**config.mk**
```make
export PLATFORM = sky130hd
export DESIGN_NAME = lmlc_front
export DESIGN_NICKNAME = d
export VERILOG_FILES = /design/src/rtl/lattice_move_legality_check_core_macros.svh /design/src/rtl/lmlc_pkg.sv /design/src/rtl/lmlc_front.sv
export SDC_FILE = /design/constraint.sdc
export NUM_CORES = 1
export LEC_CHECK = 0
export BUFFER_PORTS_ARGS = -buffer_cell sky130_fd_sc_hd__buf_2
export CORE_MARGIN = 2
export CORE_UTILIZATION = 55
export DETAILED_ROUTE_END_ITERATION = 12
export GPL_TIMING_DRIVEN = 0
export PLACE_DENSITY_LB_ADDON = 0.25
export RECOVER_POWER = 100
export SLEW_MARGIN = 0
export SYNTH_ARGS = -nofsm -noshare
export SYNTH_HDL_FRONTEND = slang
export SYNTH_SLANG_ARGS = --single-unit
```
**constraint.sdc**
```tcl
create_clock -name vclk -period 12.1
set_clock_uncertainty 0.05 [all_clocks]
set_input_delay 1.21 -clock vclk [all_inputs]
set_output_delay 1.21 -clock vclk [all_outputs]
set_load 0.01 [all_outputs]
```
**src/rtl/lattice_move_legality_check_core_macros.svh**
```systemverilog
`ifndef LATTICE_MOVE_LEGALITY_CHECK_CORE_MACROS_SVH
`define LATTICE_MOVE_LEGALITY_CHECK_CORE_MACROS_SVH

// Same-cycle implication, checked on clk outside reset
`define LMLC_ASSERT_IMPL(name, ante, cons, msg) \
  name: assert property (@(posedge clk) disable iff (!rst_n) (ante) |-> (cons)) \
    else $error(msg);

// Next-cycle implication, checked on clk outside reset
`define LMLC_ASSERT_NEXT(name, ante, cons, msg) \
  name: assert property (@(posedge clk) disable iff (!rst_n) (ante) |=> (cons)) \
    else $error(msg);

`endif

```
**src/rtl/lmlc_pkg.sv**
```systemverilog
package lmlc_pkg;

  // Sizing defaults
  localparam int MAX_SIDE_DEF = 64;
  localparam int MAX_MONOMERS = 1024;
  localparam int Q_DEPTH_DEF  = 2;
  localparam int BOND_LIMIT   = 13;

  // Register reset values
  localparam logic [6:0]  SIDE_RST  = 7'd64;
  localparam logic [10:0] CHAIN_RST = 11'(MAX_MONOMERS);

  // Register indexes
  localparam logic REG_SIDE  = 1'b0;
  localparam logic REG_CHAIN = 1'b1;

  // Request types
  localparam logic REQ_WRITE = 1'b0;
  localparam logic REQ_CHECK = 1'b1;

  // Signed lattice coordinate, wide enough for one step off either edge
  typedef logic signed [7:0] coord_t;

  // One classified transaction waiting for the back end
  typedef struct packed {
    logic       is_check;
    logic       wr_value;
    coord_t     tr;         // target row, or row to write
    coord_t     tc;         // target column, or column to write
    logic [8:0] cell_mask;  // neighborhood cells to test, row-major
    logic       pre_ok;     // target inside lattice and both bonds short
  } lmlc_item_t;

  // Row offset of a move code
  function automatic coord_t move_dr(input logic [2:0] mc);
    coord_t d;
    unique case (mc)
      3'd0, 3'd1, 3'd2: d = -8'sd1;
      3'd3, 3'd4:       d = 8'sd0;
      3'd5, 3'd6, 3'd7: d = 8'sd1;
    endcase
    return d;
  endfunction

  // Column offset of a move code
  function automatic coord_t move_dc(input logic [2:0] mc);
    coord_t d;
    unique case (mc)
      3'd0, 3'd3, 3'd5: d = -8'sd1;
      3'd1, 3'd6:       d = 8'sd0;
      3'd2, 3'd4, 3'd7: d = 8'sd1;
    endcase
    return d;
  endfunction

endpackage

```
**src/rtl/lmlc_front.sv**
```systemverilog
module lmlc_front import lmlc_pkg::*; #(
  parameter int MAX_SIDE = MAX_SIDE_DEF
) (
  input  logic        req_type,
  input  logic [9:0]  monomer_index,
  input  logic [2:0]  move_code,
  input  logic [5:0]  cur_row,
  input  logic [5:0]  cur_col,
  input  logic [5:0]  prev_row,
  input  logic [5:0]  prev_col,
  input  logic [5:0]  next_row,
  input  logic [5:0]  next_col,
  input  logic        cell_value,
  input  logic [6:0]  lattice_side,
  input  logic [10:0] chain_length,
  output lmlc_item_t  item,
  output logic        keep
);

  localparam logic [8:0] SIDE_LIM = 9'(MAX_SIDE);

  logic [8:0]  side;
  logic [10:0] last_idx;
  coord_t      dr, dc, tr, tc, cr, cc;
  logic        is_check, wr_in, inbound, prev_ok, next_ok;
  logic [8:0]  mask;

  // Coordinate lies in 0 .. s-1
  function automatic logic in_side(input coord_t x, input logic [8:0] s);
    return !x[7] && ({1'b0, x} < s);
  endfunction

  // Squared bond length within limit
  function automatic logic bond_ok(input coord_t t_r, input coord_t t_c,
                                   input logic [5:0] r, input logic [5:0] c);
    coord_t             d_r, d_c;
    logic signed [15:0] s_r, s_c;
    logic signed [16:0] s;
    d_r = t_r - $signed({2'b00, r});
    d_c = t_c - $signed({2'b00, c});
    s_r = 16'(d_r) * 16'(d_r);
    s_c = 16'(d_c) * 16'(d_c);
    s   = {s_r[15], s_r} + {s_c[15], s_c};
    return s <= 17'(BOND_LIMIT);
  endfunction

  // Effective side, capped by storage
  assign side = ({2'b00, lattice_side} > SIDE_LIM) ? SIDE_LIM : {2'b00, lattice_side};
  assign last_idx = chain_length - 11'd1;

  // Target position
  assign dr = move_dr(move_code);
  assign dc = move_dc(move_code);
  assign cr = $signed({2'b00, cur_row});
  assign cc = $signed({2'b00, cur_col});
  assign tr = cr + dr;
  assign tc = cc + dc;

  // Neighborhood mask: inside lattice, source cell excluded
  always_comb begin
    mask = '0;
    for (int i = 0; i < 3; i++) begin
      for (int j = 0; j < 3; j++) begin
        mask[i*3+j] = in_side(tr + coord_t'(i - 1), side) &&
                      in_side(tc + coord_t'(j - 1), side) &&
                      !((coord_t'(i - 1) == -dr) && (coord_t'(j - 1) == -dc));
      end
    end
  end

  // Bounds and bond checks
  assign inbound = in_side(tr, side) && in_side(tc, side);
  assign prev_ok = (monomer_index == 10'd0) || bond_ok(tr, tc, prev_row, prev_col);
  assign next_ok = ({1'b0, monomer_index} == last_idx) ||
                   bond_ok(tr, tc, next_row, next_col);

  // Classification
  assign is_check = (req_type == REQ_CHECK);
  assign wr_in    = (req_type == REQ_WRITE) &&
                    ({3'b000, cur_row} < SIDE_LIM) && ({3'b000, cur_col} < SIDE_LIM);
  assign keep     = is_check || wr_in;

  assign item.is_check  = is_check;
  assign item.wr_value  = cell_value;
  assign item.tr        = is_check ? tr : cr;
  assign item.tc        = is_check ? tc : cc;
  assign item.cell_mask = mask;
  assign item.pre_ok    = inbound && prev_ok && next_ok;

endmodule

```
### Yosys cells after proc, flatten, opt, wreduce, memory -nomap -nowiden

Memories as Yosys holds them, arrays and structs flattened.
Index checks and enable logic that the tools add are counted.

| storage, ports and cells | value |
|---|---|
| memory bits (read-only) | 128 |
| bits in registers | 0 |
| bits of input ports | 69 |
| memories | 2 |
| output and inout port bits | 29 |
| word-level logic and storage cells | 93 |

Memories:

| memory | depth | bits a word | rd ports | clocked after Yosys merged registers in | write ports | line | source |
|---|---|---|---|---|---|---|---|
| (no name shown) | 8 | 8 | 1 | 0 | 0 | lmlc_pkg.sv:48 | `unique case (mc)` |
| (no name shown) | 8 | 8 | 1 | 0 | 0 | lmlc_pkg.sv:37 | `unique case (mc)` |

| operators by class | value |
|---|---|
| multiplexer cells | 3 |
| equality and inequality tests | 5 |
| reductions and logical operators | 55 |
| order comparisons | 9 |
| add/subtract/negate cells | 15 |
| $mul | 4 |

Operators by type and width:

| cell | count |
|---|---|
| $mul 8x8->16 | 4 |
| $lt 8x7->1 | 6 |
| $logic_and 1x1->1 | 35 |
| $add 16x16->17 | 2 |
| $le 17x5->1 const B | 2 |
| $sub 8x7->8 | 4 |
| $add 7x8->8 | 2 |
| $add 8x1->8 const B | 2 |
| $add 8x2->8 const B | 2 |
| $eq 1x8->1 const A | 2 |
| $eq 2x8->1 const A | 2 |
| $logic_not 8->1 | 2 |
| $mux 8 | 2 |
| $neg 8->8 | 2 |
| $logic_not 1->1 | 15 |
| $eq 10x11->1 | 1 |
| $sub 11x1->11 const B | 1 |
| $logic_not 10->1 | 1 |
| $gt 7x7->1 const B | 1 |
| $mux 7 | 1 |
| $logic_or 1x1->1 | 2 |

### Logic depth before layout (Yosys ltp)

Gate-level depths: netlist of run 1.
An unclocked memory read counts as a cell.

| depth | value |
|---|---|
| depth after elaboration | 9 |
| depth in mapped cells | 39 |
| gate-level depth less buffers | 38 |

### Worst setup path before layout of run 1

OpenSTA, ideal clock, no wires.

| path | value |
|---|---|
| kind | input to output |
| from | input move_code[0] |
| to | output item[0] (netlist bit) |
| required time | 10.840 ns |
| setup slack | 0.182 ns |
| arrival | 10.658 ns |
| stages on the path | 35 |
| path through | inv_1 ha_1 mux2i_1 ha_1 inv_1 fa_1 nand2b_1 nand2b_1 a21oi_1 xnor2_1 ha_1 o21ai_1 nand2b_1 a211oi_1 xnor2_1 clkbuf_1 nor2_1 fa_1 inv_1 fa_1 inv_1 fa_1 fa_1 fa_1 inv_1 fa_1 inv_1 ha_1 or3_4 o2111a_1 or3_1 a2111oi_0 a31oi_1 o41ai_1 o2111a_1 |

RTL lines:

| what | line | source |
|---|---|---|
| start, declared | lmlc_front.sv:6 | `input logic [2:0] move_code,` |
| end, declared | lmlc_front.sv:16 | `output lmlc_item_t item,` |

==> results.json, run 1 <==
{
  "status": "finished clean",
  "final_core_util": 0.6205,
  "drv_cap": 0,
  "fin_crit_sh": 0.9761,
  "grt_max_degree": 13,
  "drt_iter0_drc": 470,
  "worstSetupPathDepth": 38,
  "fmax_ghz": 0.08467,
  "die_w_um": 157.9,
  "cp-end-kind": "primary output",
  "path_max_fanout": 7,
  "dieArea_mm2": 0.02493,
  "totalWireLength_mm": 30.13,
  "via_count": 10441,
  "min_period_ps": 11810,
  "crit_top_cell": "inv_1",
  "track_usage": 0.2548,
  "ys_types": 71,
  "crit_path_start": "move_code[0]",
  "setup_tns_ps": 0,
  "seqCellArea_um2": 0,
  "drv_slew": 0,
  "yosysMostFrequentCell": "inv_1",
  "ioPinCount": 98,
  "hold_depth": 2,
  "avgSynthCellArea_um2": 8.593,
  "required_ps": 10840,
  "wl_per_cell_um": 15.40,
  "critPathKind": "in -> out",
  "min_path_type": "in -> out",
  "drive_gt1_frac": 0.1313,
  "path_delay_family": "adder cells",
  "rows": 56,
  "core_area_mm2": 0.02333,
  "worst_slew_pin_slew_ps": 1129,
  "routabilityCongestion": 0.8838,
  "multi_input_area_mm2": 0.01186,
  "drc": 0,
  "port-buffer-count": 94,
  "dr.pass1.iters": 5,
  "nNetsFinal": 2144,
  "nClkBuffers": 0,
  "area_growth_pct": 11.14,
  "synth_nets": 2020,
  "die_h_um": 157.9,
  "cp-start-kind": "primary input",
  "grt_pass1_vias": 10896,
  "grt-ovfl-total": 0,
  "antenna_found_initial": 1,
  "whs_ps": 2579,
  "maxSlewHeadroom": 0.2419,
  "yosys.area.top_type_share": 0.3857,
  "yosysSeqAreaShare": 0,
  "initial_core_util": 0.5583,
  "final_antenna_net_count": 0,
  "hold_start": "cell_value",
  "slowest_stage": "fa_2",
  "max_stage_delay_ps": 580,
  "grt_pass1_wl_mm": 51.09,
  "synth_common_cells": "inv_1 (371), fa_1 (251), ha_1 (184), nor2_1 (143), xnor2_1 (79)",
  "critPathArrivalTime_ps": 10550,
  "fill_cells": 2022,
  "yosys-top-cells-area": "fa_1 (39%), ha_1 (18%), inv_1 (11%)",
  "antenna_cells": 0,
  "finalHoldViolations": 0,
  "synth_cells": 1516,
  "nFlopsAndLatches": 0,
  "finalSetupViolations": 0,
  "critPathBufInv": 11,
  "syn_area_mm2": 0.01303,
  "viasPerCell": 5.335,
  "dp_hpwl_mm": 26.04,
  "ys_warn_count": 0,
  "yosysTopAreaCell": "fa_1"
}
layout by cell type (no fill, tap or decap), drive strengths merged, types with 7 or more instances in the layout:
master,instances
a211oi,12
a21o,22
a21oi,51
and2,11
and3,9
buf,129
clkbuf,13
fa,251
ha,184
inv,378
mux2,10
nand2,58
nand2b,29
nand3,20
nand4,7
nor2,144
nor2b,16
nor3,26
nor4,10
o211ai,8
o21ai,40
o21bai,7
or2,9
xnor2,82
xor2,35
stage by stage:
step | area (um^2) | cells | setup WS [ps]
floorplan | 13030 | 1516 | 182.0
global placement | 13900 | 1929 | -1444
detailed placement | 13900 | 1929 | -1609
CTS | 14080 | 1931 | 26.72
global route | 14480 | 1957 | -57.70
finish | 14480 | 1957 | 289.5
logic make-up (layout without fill, tap and decap cells):
logic type | Yosys count | in the layout | share of synthesized area
adders and majority gates | 435 | 435 | 0.5624
and+or+nand+nor | 363 | 363 | 0.1349
xor gates and xnor gates | 117 | 117 | 0.08039
AOI/OAI and AO/OA | 185 | 185 | 0.09268
other | 1 | 1 | 0.0002879
muxes | 16 | 16 | 0.01325
buffers and inverters | 399 | 521 | 0.1160
routing by layer:
layer / vias up / global-route usage / wire length [um] / part of all wire
li1: 4991 / - / - / -
met2: 270 / 0.4526 / 15050 / 0.50
met5: - / 0 / 11 / 0.00037
met4: 2 / 0.04978 / 663 / 0.022
met1: 5138 / 0.3483 / 13080 / 0.43
met3: 40 / 0.01204 / 1324 / 0.044
path summary, 6_finish.rpt:
path	endpoint
max	item[0]
min	item[26]
timing repair:
action                     CTS  global route
buffers inserted             3            26
setup endpoints to repair    1             1
resized for setup           35            57
cloned                       0             0
pin swaps                    4            18
hold buffers                 0             0
area by class of cell:
cell class | count | share of cell area
buffer | 19 | 0.007173
inverter | 379 | 0.09903
multi-input combinational | 1117 | 0.8189
tap | 319 | 0.02757
timing repair buffer | 123 | 0.04736
Power of run 1 is not shown: default switching activity piles up to over one toggle a cycle in this logic, so the estimate is an artifact.
==> inputs of run 2 (changes only) <==
ABC_AREA = 1   (was unset)
==> results.json, run 2 <==
{
  "ys_warn_count": 0,
  "critPathArrivalTime_ps": 10200,
  "finalHoldViolations": 0,
  "dr.pass1.iters": 5,
  "setup_tns_ps": 0,
  "seqCellArea_um2": 0,
  "nNetsFinal": 2408,
  "synth_compound_area_frac": 0.04697,
  "track_usage": 0.2402,
  "avgSynthCellArea_um2": 7.467,
  "drv_slew": 0,
  "maxSlewHeadroom": 0.2827,
  "cts_hold_buf": 0,
  "totalWireLength_mm": 29.35,
  "path_max_fanout": 10,
  "crit_top_cell": "inv_1",
  "min_period_ps": 11460,
  "nClkBuffers": 0,
  "drv_cap": 0,
  "synth_cells": 1798,
  "slowest_stage": "fa_2",
  "syn_area_mm2": 0.01343,
  "min_path_type": "in -> out",
  "required_ps": 10840,
  "max_stage_delay_ps": 670,
  "worst_slew_pin_slew_ps": 1072,
  "viasPerCell": 4.985,
  "yosysSeqAreaShare": 0,
  "drive_gt1_frac": 0.08360,
  "via_count": 11097,
  "fin_crit_sh": 0.9474,
  "finalSetupViolations": 0,
  "ioPinCount": 98,
  "synth-adder-area-share": 0.5458,
  "layout_commonest_cell": "inv_1",
  "initial_core_util": 0.5569,
  "yosysTopAreaCell": "fa_1",
  "dieArea_mm2": 0.02568,
  "synthXorXnorAreaFrac": 0.05853,
  "fill_cells": 2212,
  "synthSimpleGateAreaFrac": 0.2033,
  "grt-ovfl-total": 0,
  "grt_pass1_vias": 11439,
  "die_w_um": 160.2,
  "die_h_um": 160.2,
  "grt_pass1_wl_mm": 52.04,
  "status": "finished clean",
  "wl_per_cell_um": 13.18,
  "nFlopsAndLatches": 0,
  "yosys.area.top_type_share": 0.3743,
  "final_cell_mix": "inv_1 (490), nand2_1 (290), fa_1 (249)",
  "rows": 57,
  "yosysMostFrequentCell": "inv_1",
  "fmax_ghz": 0.08724,
  "critPathKind": "in -> out",
  "synth_nets": 2302,
  "synthMuxAreaShare": 0,
  "synth_top_family_by_area": "adder cells",
  "dp_hpwl_mm": 26.47,
  "routabilityCongestion": 0.8871,
  "final_antenna_net_count": 0,
  "antenna_found_initial": 0,
  "port-buffer-count": 96,
  "cp-end-kind": "primary output",
  "ys_types": 39,
  "drc": 0,
  "synth_common_cells": "inv_1 (491), nand2_1 (294), fa_1 (251), nor2_1 (210), ha_1 (184)",
  "cp-start-kind": "primary input",
  "antenna_cells": 0,
  "drt_iter0_drc": 548,
  "grt_max_degree": 14,
  "yosys-top-cells-area": "fa_1 (37%), ha_1 (17%), inv_1 (14%)",
  "core_area_mm2": 0.02411,
  "area_growth_pct": 7.838
}
## run 2: changes by cell type in the layout (fill, tap and decap cells not counted), moves of 18 or more
cell and change:
nand2b_1 -29, xnor2_1 -40, xor2_1 +21, a21o_1 -18
nand2_1 +234, buf_4 -21, nor2_1 +64, nand3_1 +60
inv_1 +125
## run 2: final timing paths
| path | slack [ps] | endpoint | startpoint | depth (start not counted) |
|---|---|---|---|---|
| max | 640 | item[0] | move_code[0] | 43 |
| min | 2580 | item[26] | cell_value | 2 |
## run 2: cell families (layout without fill, tap and decap cells)
kind of cell / Yosys count / count (layout)
AOI/OAI and AO/OA: 112 / 112
and+or+nand+nor: 653 / 653
buffers and inverters: 512 / 616
adders and majority gates: 435 / 435
xor gates and xnor gates: 85 / 85
other: 1 / 1
## run 2: critical path, delay by kind of cell
| family | cells | cell delay [ps] |
|---|---|---|
| adders and majority gates | 11 | 4820 |
| AOI/OAI and AO/OA | 3 | 460 |
| buffers and inverters | 13 | 1310 |
| xor gates and xnor gates | 1 | 260 |
| and+or+nand+nor | 15 | 2130 |
## run 2: final cells by class
cell class | instances | area (um^2) | area share
timing repair buffer | 104 | 530.5 | 0.03664
multi-input combinational | 1286 | 11590 | 0.8007
buffer | 13 | 76.32 | 0.005272
tap | 324 | 405.4 | 0.02800
inverter | 499 | 1873 | 0.1294
## run 2: repair_timing
action                     in CTS  in global routing
pin swaps                       0                  4
setup endpoints to repair       1                  1
gates resized for setup         2                 26
setup buffers                   0                  8
## run 2: per-stage QoR
| step | hold slack [ps] | utilization | instance area [um^2] | setup WS (ps) | std cells |
|---|---|---|---|---|---|
| floorplan | 2462 | - | 13430 | 1488 | 1798 |
| global placement | 2555 | 0.5937 | 14310 | 40.67 | 2218 |
| detailed placement | 2554 | 0.5937 | 14310 | -60.79 | 2218 |
| CTS | 2554 | 0.5942 | 14320 | 22.63 | 2218 |
| global route | 2588 | 0.6006 | 14480 | -8.792 | 2226 |
| finish | 2579 | 0.6006 | 14480 | 636.9 | 2226 |
## run 2: routing by layer
metal / routed length (um) / GRT usage / vias up
met2: 14630 / 0.4376 / 215
met4: 149 / 0.01474 / 0
met3: 1042 / 0.005195 / 14
met5: 0 / 0 / -
li1: - / - / 5553
met1: 13520 / 0.3375 / 5315
Power of run 2 is left out for the same reason.
