==> config.mk <==
export PLATFORM = sky130hd
export DESIGN_NAME = lmlc_queue
export DESIGN_NICKNAME = d
export VERILOG_FILES = /design/src/rtl/lattice_move_legality_check_core_macros.svh /design/src/rtl/lmlc_pkg.sv /design/src/rtl/lmlc_queue.sv
export SDC_FILE = /design/constraint.sdc
export NUM_CORES = 1
export LEC_CHECK = 0
export BUFFER_PORTS_ARGS = -buffer_cell sky130_fd_sc_hd__buf_4
export CAP_MARGIN = 10
export CELL_PAD_IN_SITES_DETAIL_PLACEMENT = 0
export CELL_PAD_IN_SITES_GLOBAL_PLACEMENT = 2
export CORE_AREA = 2 2 77 79
export CTS_BUF_LIST = sky130_fd_sc_hd__clkbuf_4 sky130_fd_sc_hd__clkbuf_8
export DETAILED_ROUTE_END_ITERATION = 8
export DIE_AREA = 0 0 79 81
export GPL_ROUTABILITY_DRIVEN = 0
export PLACE_DENSITY_LB_ADDON = 0.3
export SYNTH_ARGS = -nofsm -noshare
export SYNTH_HDL_FRONTEND = slang
export SYNTH_SLANG_ARGS = --single-unit
==> constraint.sdc <==
create_clock -name clk -period 6 [get_ports clk]
set_input_delay 0.9 -clock clk [delete_from_list [all_inputs] [get_ports clk]]
set_output_delay 0.9 -clock clk [all_outputs]
set_load 0.02 [all_outputs]
==> src/rtl/lattice_move_legality_check_core_macros.svh <==
`ifndef LATTICE_MOVE_LEGALITY_CHECK_CORE_MACROS_SVH
`define LATTICE_MOVE_LEGALITY_CHECK_CORE_MACROS_SVH

// Same-cycle implication, checked on clk outside reset
`define LMLC_ASSERT_IMPL(name, ante, cons, msg) \
  name: assert property (@(posedge clk) disable iff (!rst_n) (ante) |-> (cons)) \
    else $error(msg);

// Next-cycle implication, checked on clk outside reset
`define LMLC_ASSERT_NEXT(name, ante, cons, msg) \
  name: assert property (@(posedge clk) disable iff (!rst_n) (ante) |=> (cons)) \
    else $error(msg);

`endif

==> src/rtl/lmlc_pkg.sv <==
package lmlc_pkg;

  // Sizing defaults
  localparam int MAX_SIDE_DEF = 64;
  localparam int MAX_MONOMERS = 1024;
  localparam int Q_DEPTH_DEF  = 2;
  localparam int BOND_LIMIT   = 13;

  // Register reset values
  localparam logic [6:0]  SIDE_RST  = 7'd64;
  localparam logic [10:0] CHAIN_RST = 11'(MAX_MONOMERS);

  // Register indexes
  localparam logic REG_SIDE  = 1'b0;
  localparam logic REG_CHAIN = 1'b1;

  // Request types
  localparam logic REQ_WRITE = 1'b0;
  localparam logic REQ_CHECK = 1'b1;

  // Signed lattice coordinate, wide enough for one step off either edge
  typedef logic signed [7:0] coord_t;

  // One classified transaction waiting for the back end
  typedef struct packed {
    logic       is_check;
    logic       wr_value;
    coord_t     tr;         // target row, or row to write
    coord_t     tc;         // target column, or column to write
    logic [8:0] cell_mask;  // neighborhood cells to test, row-major
    logic       pre_ok;     // target inside lattice and both bonds short
  } lmlc_item_t;

  // Row offset of a move code
  function automatic coord_t move_dr(input logic [2:0] mc);
    coord_t d;
    unique case (mc)
      3'd0, 3'd1, 3'd2: d = -8'sd1;
      3'd3, 3'd4:       d = 8'sd0;
      3'd5, 3'd6, 3'd7: d = 8'sd1;
    endcase
    return d;
  endfunction

  // Column offset of a move code
  function automatic coord_t move_dc(input logic [2:0] mc);
    coord_t d;
    unique case (mc)
      3'd0, 3'd3, 3'd5: d = -8'sd1;
      3'd1, 3'd6:       d = 8'sd0;
      3'd2, 3'd4, 3'd7: d = 8'sd1;
    endcase
    return d;
  endfunction

endpackage

==> src/rtl/lmlc_queue.sv <==
module lmlc_queue import lmlc_pkg::*; #(
  parameter int DEPTH = Q_DEPTH_DEF
) (
  input  logic       clk,
  input  logic       rst_n,
  input  logic       push,
  input  lmlc_item_t din,
  input  logic       pop,
  output lmlc_item_t dout,
  output logic       full,
  output logic       empty
);

  localparam int PW = $clog2(DEPTH);
  localparam int CW = $clog2(DEPTH + 1);
  localparam logic [PW-1:0] LAST = PW'(DEPTH - 1);

  lmlc_item_t    mem_r [DEPTH];
  logic [PW-1:0] wr_ptr_r, rd_ptr_r;
  logic [CW-1:0] count_r;

  function automatic logic [PW-1:0] next_ptr(input logic [PW-1:0] p);
    return (p == LAST) ? '0 : p + 1'b1;
  endfunction

  assign full  = (count_r == CW'(DEPTH));
  assign empty = (count_r == '0);
  assign dout  = mem_r[rd_ptr_r];

  // Pointers and fill count
  always_ff @(posedge clk) begin
    if (!rst_n) begin
      wr_ptr_r <= '0;
      rd_ptr_r <= '0;
      count_r  <= '0;
    end else begin
      if (push) wr_ptr_r <= next_ptr(wr_ptr_r);
      if (pop)  rd_ptr_r <= next_ptr(rd_ptr_r);
      if (push && !pop)      count_r <= count_r + 1'b1;
      else if (pop && !push) count_r <= count_r - 1'b1;
    end
  end

  // Entry storage
  always_ff @(posedge clk) begin
    if (push) mem_r[wr_ptr_r] <= din;
  end

endmodule

== Yosys cells after proc, flatten, opt, wreduce, memory -nomap -nowiden ==
Memories as Yosys holds them, arrays and structs flattened. A register that Yosys moved wholly into a read port is not among the register bits.
Index checks and enable logic that the tools add are counted.

* Eq/ne operators: 1
* Reduce and logical (&&, ||, !) cells: 6
* $add $sub $neg: 4
* Multiplexer cells: 8

{| class="wikitable"
|+ Operators with widths
! cell !! number
|-
| 1-bit 2-to-1 mux || 6
|-
| 2-bit 2-to-1 mux || 2
|-
| 1-bit adder, second input constant || 2
|-
| 2-bit by 1-bit adder with 2-bit output, second input constant || 1
|-
| 2-bit equality test, second input constant || 1
|-
| 1-bit logical AND || 2
|-
| 1-bit logical NOT || 2
|-
| 2-bit logical NOT || 1
|-
| 2-bit nonzero test || 1
|-
| 2-bit by 1-bit subtractor with 2-bit output, second input constant || 1
|}

* Bits in writable memories: 56
* Register bits after elaboration: 4
* Output and inout bits: 30
* Input bits: 32
* Memories kept: 1
* Word-level logic and storage cells: 23

{| class="wikitable"
|+ Memories
! memory !! words !! width !! read ports !! clocked after memory_dff !! wr ports !! RTL line !! text
|-
| mem_r || 2 || 28 || 1 || 1 || 1 || lmlc_queue.sv:18 || <nowiki>lmlc_item_t mem_r [DEPTH];</nowiki>
|}

== Longest topological paths before layout ==
Gate-level depths: netlist of run 1.

* Depth after elaboration: 4
* Gate-level depth with buffers: 5
* Depth with buffers taken out: 5

== Worst setup path after synthesis of run 1 ==
Ideal clock, no wire load.

* Path kind: input port to flip-flop
* Start point: in push
* End point: mem mem_r[0][0] (netlist bit), enable pin
* Library setup time: 0.418 ns
* Path buffers: 0
* Setup slack: 3.375 ns
* Data arrival time: 2.208 ns
* Required time: 5.582 ns
* Stages: 1
* Path through: nor2b_1

* Longest elaborated chain between the ends: 2

{| class="wikitable"
|+ Ends and longest elaborated chain
! what !! RTL line !! text
|-
| start: declaration || lmlc_queue.sv:6 || <nowiki>input logic push,</nowiki>
|-
| 1-bit 2-to-1 mux || lmlc_queue.sv:46 || <nowiki>if (push) mem_r[wr_ptr_r] <= din;</nowiki>
|-
| 1-bit 2-to-1 mux (implied by the code) || lmlc_queue.sv:46 ||
|-
| end: declaration || lmlc_queue.sv:18 ||
|}

No other way between the ends.

==> results.yml, run 1 <==
outcome:
  status: "finished, final reports clean"
setup_path:
  cp_cell_sequence: "buf_16 > mux2_2 > buf_4"
  required_ns: 5.10
  r2r_slack_ns: 4.60
  reg2reg_depth: 1
  slowest_delay_ns: 0.76
  rr_startpoint: "wr_ptr_r$_SDFFE_PN0P_"
  crit_buf_inv: 2
  worstReg2RegEnd: "mem_r[0][18]$_DFFE_PP_"
  worstSetupPathType: "register to output port"
  cp_top_family: "flip-flops"
  critPathLaunchType: "register"
  crit_path_end_kind: "output port"
  arrival_ns: 1.83
  path_max_fanout: 16
  critPathSlowestCell: "dfxtp_1"
final_layout:
  layout-drive-gt1-share: 0.5784
  diodes: 0
  final_cells: 260
  layout_common_cells: "62 x buf_4, 56 x edfxtp_1, 28 x mux2_2"
  nets: 213
  regArea_um2: 1782
  final_common_cell: "buf_4"
  multi_input_area_um2: 437.9
  postLayoutCoreUtil: 0.5245
  nFillCells: 496
  syn_to_final_growth_pct: 32.68
synthesis:
  seq_area_frac_synth: 0.7942
  synth_cells: 109
  syn-num-nets: 142
  postSynthAreaPerCell_um2: 20.58
  synth_area_um2: 2243
  yosysWarningCount: 0
  ys_types: 17
  ys_seq_elements: 61
worst_hold_path:
  worstHoldEndpoint: "count_r[1]$_SDFFE_PN0P_"
  hp-class: "register to register"
  min_from: "count_r[1]$_SDFFE_PN0P_"
  hold_depth: 2
flow_run:
  max_cap_violations: 0
timing:
  max_freq_mhz: 366.0
  slew_headroom: 0.4363
  tightest_slew_ns: 0.8438
  setup_violations: 0
  layout_worst_path_cycle_share: 0.4554
  timing.hold.ws_ns: 0.5000
  grt_setup_unrepaired: "no"
  drv_slew: 0
  finalCriticalPeriod_ns: 2.733
  finalSetupTns_ns: 0
  skew_ns: 0.004511
  hold_viol_final: 0
placement:
  dpl.cell_count: 243
  io_buffers: 61
drt:
  dr.pass1.iters: 4
  wl_mm: 3.869
  final_antenna_net_count: 0
  drc: 0
  vias: 1179
  detail_route.wl_per_cell_um: 14.88
  drt-initial-drc-count: 76
  via_per_inst: 4.535
clock_tree:
  clock-root-buffer: "clkbuf_8"
  clock_path_buffers: 2
  tritoncts: "yes"
  cts_hold_buf: 0
  cts_setup_buffers: 0
  clk_pin_slew_ns: 0.06
  cts.sinks: 61
  post_cts_resized: 0
  h-tree-depth: 3
  cts_buffers: 9
  worst_skew_pair.late_latency_ns: 0.32
global_routing:
  grt_first_pass_wirelength_mm: 5.809
  antenna_found_initial: 0
  grt_pass1_vias: 1239
  overflow: 0
  grt_usage: 0.1290
  grt_max_degree: 30
die:
  start_util: 0.3953
  fp.dieW_um: 79
  die-height_um: 81
  dieArea_um2: 6399
  core_area_um2: 5675
  io_pins: 62
  num_rows: 28
power:
  total_leakage_power_nw: 1.135
  peakVddDrop_v: 0.0001591
  power_density_nw_per_um2: 315.9
## metrics by stage
step | power (W) | setup slack (ns) | area, µm²
2_1_floorplan | 0.0005821 | 3.375 | 2243
3_3_place_gp | 0.0006387 | 3.320 | 2783
3_5_place_dp | 0.0006416 | 3.303 | 2783
4_1_cts | 0.0009492 | 2.937 | 2949
5_1_grt | 0.0009838 | 3.152 | 2977
6_report | 0.0009403 | 3.267 | 2977
## synth_stat cells
cell type  count  area (µm²)
and2_1         4       25.02
ha_1           1       12.51
a21boi_1       1       7.510
or3_1          1       6.260
o21a_1         1       7.510
xnor2_1        1       8.760
dfxtp_1        5       100.1
and2b_2        1       8.760
o21ai_0        1       5.000
edfxtp_1      56        1682
nor2b_1        2       12.51
mux2_2        28       315.3
inv_1          1       3.750
buf_2          1       5.000
buf_6          2       22.52
xor2_1         2       17.52
nor2_1         1       3.750
## logic make-up (layout without fill, tap and decap cells)
family                     after synthesis  in the layout  synth area share
xor gates and xnor gates                 3              3           0.01171
AOI/OAI and AO/OA                        3              3          0.008924
and+or+nand+nor                          9              9           0.02510
muxes                                   28             28            0.1405
buffers and inverters                    4             80           0.01394
DFF                                     61             61            0.7942
adders and majority gates                1              1          0.005576
## where the power goes
group	total (W)	internal [W]	switching (W)
Clock	0.000306	0.000165	0.000141
Sequential	0.000501	0.000490	0.0000108
Combinational	0.000134	0.0000693	0.0000643
## worst max path at each step
stage	slack (ns)	cells past startpoint	to	start
6_report	3.27	3	dout[24]	register
5_1_grt	3.15	3	dout[12]	register
4_1_cts	2.94	2	dout[12]	register
3_5_place_dp	3.30	2	dout[12]	register
3_3_place_gp	3.32	2	dout[12]	register
2_1_floorplan	3.37	1	mem_r[0][0]$_DFFE_PP_	push
## sequential cells by signal, indices dropped and copies added, names as in the netlist, named ones only
signal and flops:
count_r 2, wr_ptr_r 1, rd_ptr_r 1, mem_r 56
## per-layer routing
metal  GRT usage  vias to the layer above  part of all wire
met4     0.09828                        0             0.023
met1      0.1484                      565              0.38
met5           0                        -                 0
met3     0.03889                        9             0.064
li1            -                      560                 -
met2      0.2034                       45              0.53
## cell type report
| cell class | instances | share of cell area |
|---|---|---|
| Clock buffer | 13 | 0.05170 |
| Clock inverter | 3 | 0.004203 |
| Inverter | 1 | 0.001261 |
| Multi-Input combinational cell | 44 | 0.1471 |
| Sequential cell | 61 | 0.5986 |
| Tap cell | 75 | 0.03153 |
| Timing Repair Buffer | 63 | 0.1656 |
Power figures use the tool's default switching activity.
==> run 2, diff against run 1 <==
--- a/config.mk
+++ b/config.mk
@@ -9,10 +9,10 @@
 export CAP_MARGIN = 10
 export CELL_PAD_IN_SITES_DETAIL_PLACEMENT = 0
 export CELL_PAD_IN_SITES_GLOBAL_PLACEMENT = 2
-export CORE_AREA = 2 2 77 79
+export CORE_AREA = 2 2 84 86
 export CTS_BUF_LIST = sky130_fd_sc_hd__clkbuf_4 sky130_fd_sc_hd__clkbuf_8
 export DETAILED_ROUTE_END_ITERATION = 8
-export DIE_AREA = 0 0 79 81
+export DIE_AREA = 0 0 86 88
 export GPL_ROUTABILITY_DRIVEN = 0
 export PLACE_DENSITY_LB_ADDON = 0.3
 export SYNTH_ARGS = -nofsm -noshare
==> constraint.sdc (replaced) <==
create_clock -name clk -period 2.19 [get_ports clk]
set_input_delay 0.3285 -clock clk [delete_from_list [all_inputs] [get_ports clk]]
set_output_delay 0.3285 -clock clk [all_outputs]
set_load 0.02 [all_outputs]
==> run 2 against run 1 <==
Net effect:
- sequential share of layout area is 0.67 points lower
- clock skew is 0.0035 ns higher
- clock power grew to 2.9 times the previous value
- sequential power rose to 2.7 times the previous value
- first-iteration DRC count fell by 57%
- count of clock-buffer cells in the layout down 4
- final cell count grew 2.7%
- critical path type unchanged
==> results.yml, run 2 (synthesis results as in run 1) <==
outcome:
  status: "finished, final reports clean"
drt:
  drc: 0
  wl_mm: 3.936
  via_per_inst: 4.438
  final_antenna_net_count: 0
  vias: 1185
  drt-initial-drc-count: 33
  dr.pass1.iters: 4
  detail_route.wl_per_cell_um: 14.74
flow_run:
  max_cap_violations: 0
global_routing:
  met1_usage: 0.1254
  grt_usage: 0.1083
  grt_pass1_vias: 1238
  grt_busiest_layer: "met2"
  grt_max_degree: 20
  grt_first_pass_wirelength_mm: 5.961
  use_met2: 0.1741
  antenna_found_initial: 0
  met3_usage: 0.03487
  overflow: 0
setup_path:
  cpMostUsedCell: "buf_4"
  crit_buf_inv: 2
  worstReg2RegEnd: "mem_r[0][13]$_DFFE_PP_"
  required_ns: 1.86
  critPathLaunchType: "register"
  arrival_ns: 1.46
  critPathSlowestCell: "mux2_2"
  path_max_fanout: 19
  cp_top_family: "buffers and inverters"
  cp_cell_sequence: "buf_4 > mux2_2 > buf_4"
  slowest_delay_ns: 0.38
  r2r_slack_ns: 0.96
  crit_path_end_kind: "output port"
  reg2reg_depth: 2
  rr_startpoint: "wr_ptr_r$_SDFFE_PN0P_"
  worstSetupPathType: "register to output port"
final_layout:
  layout_common_cells: "65 x buf_4, 56 x edfxtp_1, 28 x mux2_2"
  top_register: "mem_r"
  layout-drive-gt1-share: 0.5829
  syn_to_final_growth_pct: 34.19
  reg.largest.list: "mem_r (56), count_r (2)"
  nFillCells: 591
  final_common_cell: "buf_4"
  nets: 216
  largest_reg_flops: 56
  diodes: 0
clock_tree:
  cts_setup_buffers: 0
  cts.sinks: 61
  clock-root-buffer: "clkbuf_8"
  tritoncts: "yes"
  h-tree-depth: 3
  cts_buffers: 9
  clock_path_buffers: 2
  post_cts_resized: 0
  clk_pin_slew_ns: 0.07
  cts_hold_buf: 0
  worst_skew_pair.late_latency_ns: 0.33
die:
  num_rows: 30
  io_pins: 62
  start_util: 0.3377
  fp.dieW_um: 86
  dieArea_um2: 7568
  core_area_um2: 6644
  die-height_um: 88
power:
  total_switching_power_w: 0.0006037
  clockPowerShare: 0.341
  totalPowerFinal_w: 0.002643
  total_leakage_power_nw: 1.148
  p_comb_frac: 0.143
  power_density_nw_per_um2: 878.1
  intPower_w: 0.002040
  switching_share: 0.2284
  peakVddDrop_v: 0.0004378
  seqPwrFrac: 0.515
timing:
  skew_ns: 0.008005
  tightest_slew_ns: 0.4347
  finalSetupTns_ns: 0
  fin_ws_ns: 0.3968
  timing.hold.ws_ns: 0.1817
  finalCriticalPeriod_ns: 1.793
  drv_slew: 0
  slew_headroom: 0.7096
  layout_worst_path_cycle_share: 0.8188
  setup_violations: 0
  grt_setup_unrepaired: "no"
  max_freq_mhz: 557.7
  hold_viol_final: 0
placement:
  place_ws_ns: 0.7235
  place_hpwl_mm: 2.775
  io_buffers: 61
worst_hold_path:
  min_from: "din[11]"
  hold_depth: 1
  hp-class: "primary input to register"
  worstHoldEndpoint: "mem_r[1][11]$_DFFE_PP_"
==> run 2: changes by cell type in the layout (fill, tap and decap cells not counted), sizes merged <==
cell      change
clkinvlp      +1
clkbuf        -4
buf           +3
clkinv        +1
bufinv        +1
==> run 2: worst reg2reg max path: stages (launching register included) <==
cell	delay, ns
dfxtp_1	0.33
nor2b_4	0.38
buf_12	0.22
==> run 2: final cells by class <==
type,count,area [µm²],share of cell area
well taps,80,100.1,0.03325
clock buffers,9,123.9,0.04115
clock inverters,6,55.05,0.01829
flip-flops and latches,61,1782,0.5919
inverters,1,3.754,0.001247
repair buffers,66,508.0,0.1687
multi-input cells,44,437.9,0.1455
==> run 2: layer usage <==
metal  part of all wire  vias to the layer above  wire [µm]
met5                  0                        -          0
met4              0.022                        0         86
met3              0.066                        7        258
met2               0.50                       40       1978
met1               0.41                      574       1613
li1                   -                      564          -
==> run 2: worst max path at each step <==
stage / cells past startpoint / startpoint / end / slack [ns]
final: 3 / register / dout[5] / 0.40
after global routing: 3 / register / dout[15] / 0.31
after CTS: 3 / register / dout[5] / 0.37
after detailed placement: 3 / register / dout[15] / 0.72
after global placement: 3 / register / dout[5] / 0.74
after floorplan: 1 / push / mem_r[0][0]$_DFFE_PP_ / 0.14
==> run 2: per-stage QoR <==
step                      instances  instance area (µm²)  utilization
after global placement          252                 2831       0.4262
after CTS                       267                 3010       0.4531
after global routing            267                 3010       0.4531
after floorplan                 109                 2243            -
after detailed placement        252                 2831       0.4262
final                           267                 3010       0.4531
==> run 2: power by group through the flow <==
stage | Sequential (W) | Combinational [W] | Clock, W
after CTS | 0.00136 | 0.000387 | 0.000930
final | 0.00136 | 0.000379 | 0.000902
after global placement | 0.00138 | 0.000378 | 0
after detailed placement | 0.00139 | 0.000385 | 0
after global routing | 0.00137 | 0.000405 | 0.000974
after floorplan | 0.00138 | 0.000213 | 0
==> run 3, diff against run 2 <==
--- a/config.mk
+++ b/config.mk
@@ -9,10 +9,10 @@
 export CAP_MARGIN = 10
 export CELL_PAD_IN_SITES_DETAIL_PLACEMENT = 0
 export CELL_PAD_IN_SITES_GLOBAL_PLACEMENT = 2
-export CORE_AREA = 2 2 84 86
+export CORE_AREA = 2 2 80 82
 export CTS_BUF_LIST = sky130_fd_sc_hd__clkbuf_4 sky130_fd_sc_hd__clkbuf_8
 export DETAILED_ROUTE_END_ITERATION = 8
-export DIE_AREA = 0 0 86 88
+export DIE_AREA = 0 0 82 84
 export GPL_ROUTABILITY_DRIVEN = 0
 export PLACE_DENSITY_LB_ADDON = 0.3
 export SYNTH_ARGS = -nofsm -noshare
==> constraint.sdc (replaced) <==
create_clock -name clk -period 1.7 [get_ports clk]
set_input_delay 0.255 -clock clk [delete_from_list [all_inputs] [get_ports clk]]
set_output_delay 0.255 -clock clk [all_outputs]
set_load 0.02 [all_outputs]
==> run 3 against run 2 <==
Net effect:
- critical path depth did not move
- via count rose by 0.51%
- final cell count fell by 1.1%
- flip-flop and latch count did not move
- worst setup slack got worse by 0.31 ns
- combinational power rose by 28%
- sequential share of layout area rose by 0.36 points
- wire length fell by 2.3%
- register-to-register slack got worse by 0.45 ns
- highest routed layer unchanged
==> results.yml, run 3 (synthesis results as in run 1) <==
final_layout:
  diodes: 0
  syn_to_final_growth_pct: 33.46
  layout-drive-gt1-share: 0.5936
  layout_common_cells: "63 x buf_4, 56 x edfxtp_1, 28 x mux2_2"
  reg.largest.list: "mem_r (56), count_r (2)"
  multi_input_area_um2: 432.9
  largest_reg_flops: 56
  nets: 215
  nFillCells: 539
  top_register: "mem_r"
  final_common_cell: "buf_4"
  regArea_um2: 1783
setup_path:
  r2r_slack_ns: 0.51
  critPathLaunchType: "register"
  required_ns: 1.44
  crit_path_end_kind: "output port"
  cp_cell_sequence: "buf_12 > mux2_2 > buf_4"
  reg2reg_depth: 2
  crit_buf_inv: 2
  worstReg2RegEnd: "mem_r[1][7]$_DFFE_PP_"
  cp_top_family: "flip-flops"
  worstSetupPathType: "register to output port"
  critPathSlowestCell: "dfxtp_2"
  slowest_delay_ns: 0.36
  cp.depth: 3
  arrival_ns: 1.35
  rr_startpoint: "wr_ptr_r$_SDFFE_PN0P_"
  path_max_fanout: 17
power:
  intPower_w: 0.002585
  clockPowerShare: 0.329
  power_density_nw_per_um2: 1116
  peakVddDrop_v: 0.0006282
  seqPwrFrac: 0.526
  total_leakage_power_nw: 1.144
  switching_share: 0.2265
  p_comb_frac: 0.145
  total_switching_power_w: 0.0007569
  totalPowerFinal_w: 0.003342
drt:
  vias: 1191
  drt-initial-drc-count: 51
  dr.pass1.iters: 4
  detail_route.wl_per_cell_um: 14.57
  wl_mm: 3.847
  via_per_inst: 4.511
  drc: 0
  final_antenna_net_count: 0
timing:
  grt_setup_unrepaired: "no"
  tightest_slew_ns: 0.3989
  max_freq_mhz: 621.4
  finalSetupTns_ns: 0
  skew_ns: 0.004528
  slew_headroom: 0.7341
  timing.hold.ws_ns: 0.1110
  setup_violations: 0
  layout_worst_path_cycle_share: 0.9466
  hold_viol_final: 0
  drv_slew: 0
  finalCriticalPeriod_ns: 1.609
clock_tree:
  cts_buffers: 9
  tritoncts: "yes"
  clock-root-buffer: "clkbuf_8"
  clock_path_buffers: 2
  clk_pin_slew_ns: 0.06
  cts.sinks: 61
  worst_skew_pair.late_latency_ns: 0.32
  h-tree-depth: 3
  cts_hold_buf: 0
worst_hold_path:
  worstHoldEndpoint: "mem_r[1][21]$_DFFE_PP_"
  hold_depth: 1
  hp-class: "primary input to register"
  min_from: "din[21]"
die:
  io_pins: 62
  core_area_um2: 6096
  dieArea_um2: 6888
  die-height_um: 84
  start_util: 0.3680
  num_rows: 29
  fp.dieW_um: 82
global_routing:
  grt_pass1_vias: 1313
  grt_max_degree: 30
  grt_first_pass_wirelength_mm: 5.927
  grt_usage: 0.1220
  antenna_found_initial: 0
  overflow: 0
placement:
  place_hpwl_mm: 2.595
  io_buffers: 61
outcome:
  status: "finished, final reports clean"
flow_run:
  max_cap_violations: 0
[run 3: layout make-up]
class                   count  area share
clock buffers              13     0.05349
clock inverters             3    0.004597
inverters                   1    0.001254
multi-input cells          44      0.1446
flip-flops and latches     61      0.5955
well taps                  77     0.03218
repair buffers             65      0.1684
[run 3: stage by stage]
stage | cell area [µm²] | util | setup slack (ns) | std cells
after CTS | 2980 | 0.4889 | 0.006812 | 264
after global routing | 2994 | 0.4912 | 0.03006 | 264
after detailed placement | 2803 | 0.4598 | 0.3187 | 248
after floorplan | 2246 | - | 0.2162 | 109
after global placement | 2803 | 0.4598 | 0.3338 | 248
final | 2994 | 0.4912 | 0.09082 | 264
[run 3: power by group through the flow]
stage               logic (W)  clock network (W)  registers (W)
global placement     0.000478                  0        0.00178
CTS                  0.000490            0.00114        0.00176
finish               0.000484            0.00110        0.00176
global route         0.000521            0.00121        0.00176
floorplan            0.000275                  0        0.00178
detailed placement   0.000486                  0        0.00179
[run 3: how the worst max path moves through the flow]
stage                     startpoint               endpoint  slack (ns)
5_1_grt                     register               dout[23]        0.03
2_1_floorplan  wr_ptr_r$_SDFFE_PN0P_  mem_r[0][0]$_DFFE_PP_        0.22
3_3_place_gp                register               dout[25]        0.33
6_report                    register               dout[23]        0.09
3_5_place_dp                register               dout[25]        0.32
4_1_cts                     register               dout[25]       0.007
[run 3: per-layer routing]
metal  global-route usage  up-vias  routed length (µm)
met1               0.1235      579                1436
met5                    0        -                   0
li1                     -      563                   -
met3              0.05411        6                 299
met4              0.05909        0                  70
met2               0.2084       43                2040
[run 3: what timing repair did]
action	in CTS	in global routing
buffers inserted	0	0
resized for setup	1	4
endpoints found under the setup margin	17	25
